$ cat src/design/sg_pkg.sv
package sg_pkg;

  // Width of the divider and of its operands
  localparam int unsigned DW = 48;

  // Item mode codes
  localparam logic [2:0] MODE_MOVE    = 3'd0;
  localparam logic [2:0] MODE_START   = 3'd1;
  localparam logic [2:0] MODE_STOP    = 3'd2;
  localparam logic [2:0] MODE_RELEASE = 3'd3;
  localparam logic [2:0] MODE_TICK    = 3'd4;

  // Configuration register indexes
  localparam logic [2:0] CFG_FULL_STEPS = 3'd0;
  localparam logic [2:0] CFG_MICROSTEP  = 3'd1;
  localparam logic [2:0] CFG_GEAR       = 3'd2;
  localparam logic [2:0] CFG_UPPER      = 3'd3;
  localparam logic [2:0] CFG_LOWER      = 3'd4;

  // Configuration reset values
  localparam logic [9:0]         RST_FULL_STEPS = 10'd200;
  localparam logic [8:0]         RST_MICROSTEP  = 9'd16;
  localparam logic [15:0]        RST_GEAR       = 16'd256;
  localparam logic signed [15:0] RST_UPPER      = 16'sd800;
  localparam logic signed [15:0] RST_LOWER      = -16'sd800;
  localparam logic [15:0]        RST_TARGET     = 16'd85;

  // Arithmetic constants
  localparam longint unsigned SECONDS_PER_MIN = 60;
  localparam longint unsigned Q8_ONE          = 256;
  localparam longint unsigned DEG_PER_REV     = 360;
  localparam int unsigned     HALF_STEP_SHIFT = 4;  // 2 * 8 = 16 ticks per unit

  // Target scaling by 256 * 360: shift out 256 * 8, then divide by 45
  // through a reciprocal multiply that is exact below the saturation point
  localparam int unsigned TG_PRE_SHIFT   = 11;
  localparam logic [31:0] TG_SAT_LIMIT   = 32'(45 * 32768);
  localparam logic [21:0] TG_RECIP       = 22'd2982617;  // ceil(2^27 / 45)
  localparam int unsigned TG_RECIP_SHIFT = 27;

  // Commands from the controller to the datapath
  typedef struct packed {
    logic exec_item;    // apply a start, stop, release or tick word
    logic latch_move;   // capture the move operands
    logic mul_a;        // steps * microstep
    logic mul_b;        // * gear ratio
    logic mul_c;        // denominator and target product
    logic div_start;    // launch the half-period divider
    logic calc_tgt;     // scale the target product down to steps
    logic store_hp;     // write the half-period from the quotient
    logic commit_move;  // write target and direction
  } sg_cmd_t;

endpackage

$ cat src/design/sg_div.sv
module sg_div
  import sg_pkg::*;
(
  input  logic          clk,
  input  logic          rst,
  input  logic          start,
  input  logic [DW-1:0] dividend,
  input  logic [DW-1:0] divisor,
  output logic          done,
  output logic [DW-1:0] quotient
);

  localparam int unsigned CW = $clog2(DW);

  logic          busy;
  logic [CW-1:0] cnt;
  logic [DW-1:0] rem;
  logic [DW-1:0] quo;
  logic [DW:0]   rem_shift;
  logic [DW+1:0] diff;
  logic          borrow;

  // One restoring step: shift in the next dividend bit, try a subtract
  assign rem_shift = {rem, quo[DW-1]};
  assign diff      = {1'b0, rem_shift} - {2'b00, divisor};
  assign borrow    = diff[DW+1];
  assign quotient  = quo;

  // Control: run DW steps after start, pulse done at the end
  always_ff @(posedge clk) begin
    if (rst) begin
      busy <= 1'b0;
      done <= 1'b0;
      cnt  <= '0;
    end else begin
      done <= 1'b0;
      if (start) begin
        busy <= 1'b1;
        cnt  <= '0;
      end else if (busy) begin
        cnt <= cnt + 1'b1;
        if (cnt == CW'(DW - 1)) begin
          busy <= 1'b0;
          done <= 1'b1;
        end
      end
    end
  end

  // Data: load operands, then shift one quotient bit per cycle
  always_ff @(posedge clk) begin
    if (start) begin
      rem <= '0;
      quo <= dividend;
    end else if (busy) begin
      rem <= borrow ? rem_shift[DW-1:0] : diff[DW-1:0];
      quo <= {quo[DW-2:0], ~borrow};
    end
  end

endmodule

$ cat src/design/sg_dp.sv
module sg_dp
  import sg_pkg::*;
#(
  parameter int unsigned CLOCK_HZ = 32000000
) (
  input  logic               clk,
  input  logic               rst,
  input  sg_cmd_t            cmd,
  input  logic               cfg_we,
  input  logic [2:0]         cfg_index,
  input  logic [15:0]        cfg_data,
  input  logic [2:0]         mode,
  input  logic [7:0]         speed_rpm,
  input  logic signed [7:0]  angle_deg,
  input  logic               move_direction,
  output logic               div_done,
  output logic               step_level,
  output logic               direction_level,
  output logic               enable_level,
  output logic               running,
  output logic signed [15:0] position,
  output logic               stopped_now
);

  localparam logic [DW-1:0] HP_NUM =
    DW'(64'(CLOCK_HZ) * SECONDS_PER_MIN * Q8_ONE);

  // Configuration registers
  logic [9:0]         full_steps;
  logic [8:0]         microstep_ratio;
  logic [15:0]        gear_ratio_q8;
  logic signed [15:0] upper_limit;
  logic signed [15:0] lower_limit;

  // Axis state
  logic [15:0] position_count;
  logic [15:0] target_count;
  logic        dir_flag;
  logic        run_flag;
  logic        enable_flag;
  logic [15:0] half_period;
  logic [15:0] tick_count;
  logic        pin_level;
  logic        stopped;

  // Move operands and products
  logic [7:0]    speed_q;
  logic [7:0]    mag_q;
  logic          neg_q;
  logic          dir_q;
  logic [18:0]   p_steps;
  logic [34:0]   ppr;
  logic [DW-1:0] den;
  logic [42:0]   prod;

  // Divider link
  logic [DW-1:0] quo;

  // Tick evaluation
  logic [15:0] pos_step;
  logic        tick_match;
  logic        hit;
  logic        tick_stop;

  // Saturation of the half-period and target scaling
  logic [15:0] hp_value;
  logic [31:0] tg_scaled;
  logic [42:0] tg_recip;
  logic [16:0] tg_mag;
  logic [16:0] tgt_mag;
  logic [15:0] tgt_value;
  logic [7:0]  mag_in;

  assign mag_in = angle_deg[7] ? (8'd128 - {1'b0, angle_deg[6:0]}) : {1'b0, angle_deg[6:0]};

  assign pos_step   = dir_flag ? (position_count + 16'd1) : (position_count - 16'd1);
  assign tick_match = (tick_count >= half_period);
  assign hit        = (pos_step == target_count) || ($signed(pos_step) >= upper_limit) ||
                      ($signed(pos_step) <= lower_limit);
  assign tick_stop  = (mode == MODE_TICK) && run_flag && tick_match && hit;

  // Half-period: zero denominator holds the slowest rate, zero quotient clamps to 0, a quotient above 65536 saturates
  always_comb begin
    if (den == '0) begin
      hp_value = 16'hFFFF;
    end else if (quo == '0) begin
      hp_value = 16'd0;
    end else if (quo > DW'(65536)) begin
      hp_value = 16'hFFFF;
    end else begin
      hp_value = 16'(quo - DW'(1));
    end
  end

  // Target magnitude: drop 256 * 8, multiply by 1/45, clamp at 32768
  assign tg_scaled = prod[42:TG_PRE_SHIFT];
  assign tg_recip  = tg_scaled[20:0] * TG_RECIP;
  assign tg_mag    = (tg_scaled >= TG_SAT_LIMIT) ? 17'd32768 :
                     {1'b0, tg_recip[TG_RECIP_SHIFT +: 16]};

  // Target: apply the sign to the clamped magnitude
  always_comb begin
    if (neg_q) begin
      tgt_value = 16'(17'd0 - tgt_mag);
    end else if (tgt_mag > 17'd32767) begin
      tgt_value = 16'h7FFF;
    end else begin
      tgt_value = tgt_mag[15:0];
    end
  end

  sg_div u_div (
    .clk      (clk),
    .rst      (rst),
    .start    (cmd.div_start),
    .dividend (HP_NUM),
    .divisor  (den),
    .done     (div_done),
    .quotient (quo)
  );

  // Configuration writes
  always_ff @(posedge clk) begin
    if (rst) begin
      full_steps      <= RST_FULL_STEPS;
      microstep_ratio <= RST_MICROSTEP;
      gear_ratio_q8   <= RST_GEAR;
      upper_limit     <= RST_UPPER;
      lower_limit     <= RST_LOWER;
    end else if (cfg_we) begin
      case (cfg_index)
        CFG_FULL_STEPS: full_steps      <= cfg_data[9:0];
        CFG_MICROSTEP:  microstep_ratio <= cfg_data[8:0];
        CFG_GEAR:       gear_ratio_q8   <= cfg_data;
        CFG_UPPER:      upper_limit     <= $signed(cfg_data);
        CFG_LOWER:      lower_limit     <= $signed(cfg_data);
        default: ;
      endcase
    end
  end

  // Move pipeline: latch operands, then one multiply step per cycle
  always_ff @(posedge clk) begin
    if (cmd.latch_move) begin
      speed_q <= speed_rpm;
      mag_q   <= mag_in;
      neg_q   <= angle_deg[7];
      dir_q   <= move_direction;
    end
    if (cmd.mul_a) begin
      p_steps <= full_steps * microstep_ratio;
    end
    if (cmd.mul_b) begin
      ppr <= p_steps * gear_ratio_q8;
    end
    if (cmd.mul_c) begin
      den  <= DW'({8'd0, ppr} * {35'd0, speed_q}) << HALF_STEP_SHIFT;
      prod <= ppr * mag_q;
    end
    if (cmd.calc_tgt) begin
      tgt_mag <= tg_mag;
    end
  end

  // Axis state update
  always_ff @(posedge clk) begin
    if (rst) begin
      position_count <= '0;
      target_count   <= RST_TARGET;
      dir_flag       <= 1'b0;
      run_flag       <= 1'b0;
      enable_flag    <= 1'b0;
      half_period    <= '0;
      tick_count     <= '0;
      pin_level      <= 1'b0;
      stopped        <= 1'b0;
    end else begin
      if (cmd.exec_item) begin
        stopped <= tick_stop;
        case (mode)
          MODE_START: begin
            run_flag    <= 1'b1;
            enable_flag <= 1'b1;
          end
          MODE_STOP: begin
            run_flag <= 1'b0;
          end
          MODE_RELEASE: begin
            enable_flag <= 1'b0;
          end
          MODE_TICK: begin
            if (run_flag) begin
              if (tick_match) begin
                tick_count     <= '0;
                pin_level      <= ~pin_level;
                position_count <= pos_step;
                if (hit) begin
                  run_flag <= 1'b0;
                end
              end else begin
                tick_count <= tick_count + 16'd1;
              end
            end
          end
          default: ;
        endcase
      end
      if (cmd.store_hp) begin
        half_period <= hp_value;
      end
      if (cmd.commit_move) begin
        target_count <= tgt_value;
        dir_flag     <= dir_q;
        stopped      <= 1'b0;
      end
    end
  end

  assign step_level      = pin_level;
  assign direction_level = dir_flag;
  assign enable_level    = enable_flag;
  assign running         = run_flag;
  assign position        = $signed(position_count);
  assign stopped_now     = stopped;

endmodule

$ cat src/design/sg_ctrl.sv
module sg_ctrl
  import sg_pkg::*;
(
  input  logic       clk,
  input  logic       rst,
  input  logic       in_valid,
  input  logic [2:0] mode,
  input  logic       out_stall,
  input  logic       div_done,
  output logic       in_stall,
  output logic       out_valid,
  output sg_cmd_t    cmd
);

  typedef enum logic [5:0] {
    S_IDLE    = 6'b000001,
    S_MUL_A   = 6'b000010,
    S_MUL_B   = 6'b000100,
    S_MUL_C   = 6'b001000,
    S_HP_GO   = 6'b010000,
    S_HP_WAIT = 6'b100000
  } state_t;

  state_t state;
  state_t state_next;
  logic   accept;
  logic   out_set;

  // Take a word only when idle and the result register is free
  assign in_stall = rst || (state != S_IDLE) || (out_valid && out_stall);
  assign accept   = in_valid && !in_stall;

  // Apply other words on accept; sequence a move through the multipliers, target scaling and one division
  always_comb begin
    state_next = state;
    cmd        = '0;
    out_set    = 1'b0;
    case (state)
      S_IDLE: begin
        if (accept) begin
          if (mode == MODE_MOVE) begin
            cmd.latch_move = 1'b1;
            state_next     = S_MUL_A;
          end else begin
            cmd.exec_item = 1'b1;
            out_set       = 1'b1;
          end
        end
      end
      S_MUL_A: begin
        cmd.mul_a  = 1'b1;
        state_next = S_MUL_B;
      end
      S_MUL_B: begin
        cmd.mul_b  = 1'b1;
        state_next = S_MUL_C;
      end
      S_MUL_C: begin
        cmd.mul_c  = 1'b1;
        state_next = S_HP_GO;
      end
      S_HP_GO: begin
        cmd.div_start = 1'b1;
        cmd.calc_tgt  = 1'b1;
        state_next    = S_HP_WAIT;
      end
      S_HP_WAIT: begin
        if (div_done) begin
          cmd.store_hp    = 1'b1;
          cmd.commit_move = 1'b1;
          out_set         = 1'b1;
          state_next      = S_IDLE;
        end
      end
      default: begin
        state_next = S_IDLE;
      end
    endcase
  end

  always_ff @(posedge clk) begin
    if (rst) begin
      state <= S_IDLE;
    end else begin
      state <= state_next;
    end
  end

  // Hold the result word until the sink takes it
  always_ff @(posedge clk) begin
    if (rst) begin
      out_valid <= 1'b0;
    end else if (out_set) begin
      out_valid <= 1'b1;
    end else if (!out_stall) begin
      out_valid <= 1'b0;
    end
  end

endmodule

$ cat src/design/stepper_axis_step_generator_unit.sv
// Start, stop, release, tick and unused modes: result word valid in the cycle after accept.
// Move: states MUL_A, MUL_B and MUL_C multiply, HP_GO scales the target and starts the divider,
// then a 48-step divider pass, and HP_WAIT stores the result on done.
// One word in flight at a time; the next is taken as the result word is taken.
// Synchronous active-high reset: axis stopped, position 0, target 85,
// configuration back to 200 steps, 16 microsteps, gear 1.0, limits +/-800.
module stepper_axis_step_generator_unit
  import sg_pkg::*;
#(
  parameter int unsigned CLOCK_HZ = 32000000
) (
  input  logic               clk,
  input  logic               rst,
  input  logic               in_valid,
  output logic               in_stall,
  input  logic [2:0]         mode,
  input  logic [7:0]         speed_rpm,
  input  logic signed [7:0]  angle_deg,
  input  logic               move_direction,
  output logic               out_valid,
  input  logic               out_stall,
  output logic               step_level,
  output logic               direction_level,
  output logic               enable_level,
  output logic               running,
  output logic signed [15:0] position,
  output logic               stopped_now,
  input  logic               cfg_valid,
  output logic               cfg_ready,
  input  logic [2:0]         cfg_index,
  input  logic [15:0]        cfg_data
);

  sg_cmd_t cmd;
  logic    div_done;
  logic    cfg_we;

  // Configuration is always taken outside reset
  assign cfg_ready = !rst;
  assign cfg_we    = cfg_valid && cfg_ready;

  sg_ctrl u_ctrl (
    .clk       (clk),
    .rst       (rst),
    .in_valid  (in_valid),
    .mode      (mode),
    .out_stall (out_stall),
    .div_done  (div_done),
    .in_stall  (in_stall),
    .out_valid (out_valid),
    .cmd       (cmd)
  );

  sg_dp #(
    .CLOCK_HZ (CLOCK_HZ)
  ) u_dp (
    .clk             (clk),
    .rst             (rst),
    .cmd             (cmd),
    .cfg_we          (cfg_we),
    .cfg_index       (cfg_index),
    .cfg_data        (cfg_data),
    .mode            (mode),
    .speed_rpm       (speed_rpm),
    .angle_deg       (angle_deg),
    .move_direction  (move_direction),
    .div_done        (div_done),
    .step_level      (step_level),
    .direction_level (direction_level),
    .enable_level    (enable_level),
    .running         (running),
    .position        (position),
    .stopped_now     (stopped_now)
  );

endmodule

$ cat config.mk
export PLATFORM = sky130hd
export DESIGN_NAME = stepper_axis_step_generator_unit
export DESIGN_NICKNAME = d
export VERILOG_FILES = /design/src/design/sg_pkg.sv /design/src/design/sg_div.sv /design/src/design/sg_dp.sv /design/src/design/sg_ctrl.sv /design/src/design/stepper_axis_step_generator_unit.sv
export SDC_FILE = /design/constraint.sdc
export NUM_CORES = 2
export LEC_CHECK = 0
export BUFFER_PORTS_ARGS = -buffer_cell sky130_fd_sc_hd__buf_2
export CORE_MARGIN = 2
export CORE_UTILIZATION = 55
export CTS_CLUSTER_SIZE = 8
export DETAILED_ROUTE_END_ITERATION = 12
export PLACE_DENSITY = 0.77
export SLEW_MARGIN = 20
export SYNTH_ARGS = -nofsm -noshare
export SYNTH_HDL_FRONTEND = slang
export SYNTH_SLANG_ARGS = --single-unit
$ cat constraint.sdc
create_clock -name clk -period 16.5 [get_ports clk]
set_input_delay 3.3 -clock clk [delete_from_list [all_inputs] [get_ports clk]]
set_output_delay 3.3 -clock clk [all_outputs]
set_load 0.005 [all_outputs]
==> metrics.txt <==
clock buffer depth 3; CP Max Fanout 52; grt met2 use 42.68%; Max-Cap Viols 0; outcome finished clean; layout cell share with drive strength beyond 1 3.556%; Mapped Cells 5,975; Synth Register Bits 410; RSZ-0062 raised after global routing false; DR vias 40,740; Post-synth EDFFs 163; Post-synth ARST share 0%; antenna violations before repair 7; area of the mapped netlist 54,950 um^2; Crit Path Category primary input to output pin; Critical Path Slowest Stage Cell buf_4; H-tree Lvls 2; CTS tree built; largest cells by area after synthesis fa_1 (30%), ha_1 (13%), dfxtp_1 (9.0%); Slew @ Worst Pin 1.049 ns; RePlAce Congestion 0.9524; remaining global-route overflow 0; Antenna Nets Post-Route 0; Post-CTS Setup Inserts 0; worst vdd ir 0.09110 mV; hpwl dp 98,020 um; met1 usage in global routing 33.98%; placed standard-cell area 56,140 um^2; P_leak 27.28 nW; Root Driver clkbuf_16; Peak Freq 0.1265 GHz; final hold violation count 0; drt drc 0; post-cts resize count 0; IO Pins 68; Crit path largest cell delay 0.55 ns; final wirelength 126,700 um; Pwr Density 49.33 nW/um^2; ys flop type dfxtp_1; die area 102,500 um^2; Tmin final 7.905 ns; largest net degree at the start of global routing 87; Area Overhead vs Synth 5.225%; detailed-route wire length per cell 17.60 um; DIE WIDTH 320.1 um; grt peak-use layer met2; final non-filler cell total 7,199; Slew Viols, Final 0; most used cell, CP buf_4; Core Area 98,710 um^2; Setup Skew 0.03274 ns; Avg Vias per Cell 5.659; YS warnings 0; Finished Cell Area 57,820 um^2; Hold WC Path Type flip-flop to flip-flop; top cell type by total area after synthesis fa_1; vias in the first global route 42,700; Avg Inst Size Synth 9.197 um^2; clk sinks 410; Worst-Skew Late Latency 0.67 ns; crit start category primary input; setup violators final 0; Die H 320.1 um; register area share after synthesis 17.91%; fill cell count 8,257; final core occ 58.58%; post-route setup TNS 0 ns; synth unique cells 95; Pre-antenna DRT Iters 6; slew margin rel. 30.04%; first-pass GRT wire length 213,100 um; TritonCTS Buffers 59; Required @ worst endpoint 13.20 ns; Yosys top cell area share 29.62%; Post-Place Cells 7,107; R2R Setup Slk 9.36 ns; syn_nets 7,399; worst-path cell chain buf_4 > buf_4 > nor3b_2 > inv_1 > buf_2; Iter 0 DRT Violations 2,712; row cnt 115; Crit. End Element output pin; Initial Utilization 55.67%; period utilisation layout 47.91%; Final nets 7,305; Crit path arrival time 4.60 ns; met3 usage 3.605%; total power 2.852 mW; total track usage 25.39%; Reg clk slew, reported paths 0.05 ns; hold-fix buffers at CTS 0; Port-buffer cells 67
==> worst paths after layout <==
check / from / end / depth (start not counted)
min reg2reg: u_dp.upper_limit[14]$_SDFFE_PP0P_ / u_dp.upper_limit[14]$_SDFFE_PP0P_ / 2
min: u_dp.upper_limit[14]$_SDFFE_PP0P_ / u_dp.upper_limit[14]$_SDFFE_PP0P_ / 2
max: rst / in_stall / 5
max reg2reg: u_dp.gear_ratio_q8[1]$_SDFFE_PP0P_ / u_dp.ppr[33]$_DFFE_PP_ / 22
==> metal layers <==
| layer | up-vias | wire length, um |
|---|---|---|
| li1 | 18910 | - |
| met1 | 20340 | 54060 |
| met2 | 1244 | 61010 |
| met3 | 244 | 7945 |
| met4 | 0 | 3703 |
| met5 | - | 0 |
==> power by group <==
part | leakage [nW] | internal, mW | switching (mW)
sequential | 3.52 | 1.09 | 0.0225
combinational | 23.0 | 0.258 | 0.350
clock | 0.809 | 0.654 | 0.481
==> per-stage QoR <==
step,hold slack [ns],setup slack (ns)
2_1_floorplan,0.4363,9.233
3_3_place_gp,0.4428,8.591
3_5_place_dp,0.4496,8.594
4_1_cts,0.4584,8.595
5_1_grt,0.4823,8.504
6_report,0.4596,8.595
==> cell usage after synthesis, types with 39 or more instances <==
cell type and count:
a211oi_1 57, a21o_1 99, a21oi_1 260, and2_1 437, clkbuf_1 235, dfxtp_1 247
edfxtp_1 163, fa_1 813, ha_1 567, inv_1 1024, mux2i_1 99, nand2_1 725
nand2b_1 39, nand3_1 57, nor2_1 266, nor3_1 59, o21a_1 43, o21ai_0 143
xnor2_1 152, xor2_1 70
==> cell usage in the layout, fill, tap and decap left out, types with 7 or more instances in the layout <==
cell,n
and4_1,8
a211o_1,10
nand2_1,725
inv_1,1024
o31a_1,13
o31ai_1,16
buf_4,31
fa_1,813
nor2b_1,30
xnor2_1,152
o21ai_1,17
nand4_1,37
a21oi_1,260
nand2b_1,39
ha_1,567
or2_2,7
mux2i_1,99
nor2_1,266
edfxtp_1,163
a31oi_1,25
nor4_1,34
a21boi_0,8
and3_1,23
a211oi_1,57
and2_1,437
clkbuf_1,16
o21a_1,43
xor2_1,70
clkbuf_16,59
o21bai_1,22
nand3_1,57
a21o_1,99
buf_2,66
o2111ai_1,7
nor3_1,59
o211ai_1,20
o21ai_0,143
or3_1,16
dfxtp_1,246
==> registers in the layout, indices dropped and copies added, names as in the netlist, 6 cells and up <==
| signal | flops |
|---|---|
| u_dp.tick_count | 16 |
| u_dp.gear_ratio_q8 | 16 |
| u_dp.u_div.cnt | 6 |
| u_dp.speed_q | 8 |
| u_dp.full_steps | 10 |
| u_dp.microstep_ratio | 9 |
| u_dp.ppr | 35 |
| u_dp.half_period | 16 |
| u_dp.prod | 32 |
| u_dp.p_steps | 19 |
| u_ctrl.state | 6 |
| u_dp.upper_limit | 16 |
| u_dp.tgt_mag | 16 |
| u_dp.position | 16 |
| u_dp.lower_limit | 16 |
| u_dp.den | 43 |
| u_dp.u_div.rem | 48 |
| u_dp.target_count | 16 |
| u_dp.mag_q | 8 |
| u_dp.u_div.quotient | 48 |
==> kinds of logic after synthesis <==
kind of cell | after synthesis | share of synthesized area [%]
xor gates and xnor gates | 224 | 3.620
DFF | 410 | 17.91
adders and majority gates | 1380 | 42.53
muxes | 99 | 1.803
and+or+nand+nor | 1772 | 15.59
buffers and inverters | 1278 | 8.841
AOI/OAI and AO/OA | 812 | 9.711
==> area by class of cell <==
class	instances	area (um^2)	share of cell area, %
Inverter	1026	3851	6.660
Multi-Input combinational cell	4287	40270	69.64
Clock buffer	77	1564	2.705
Timing Repair Buffer	97	563.0	0.9737
Tap cell	1287	1610	2.785
Antenna cell	6	15.01	0.02597
Sequential cell	410	9843	17.02
Clock inverter	9	106.4	0.1839
==> worst max-delay path: cells and delay by family <==
| family | cells | cell delay (ns) |
|---|---|---|
| AND/OR/NAND/NOR | 1 | 0.12 |
| buffers and inverters | 4 | 1.17 |
Note: power is estimated with default switching activity, not from simulation.
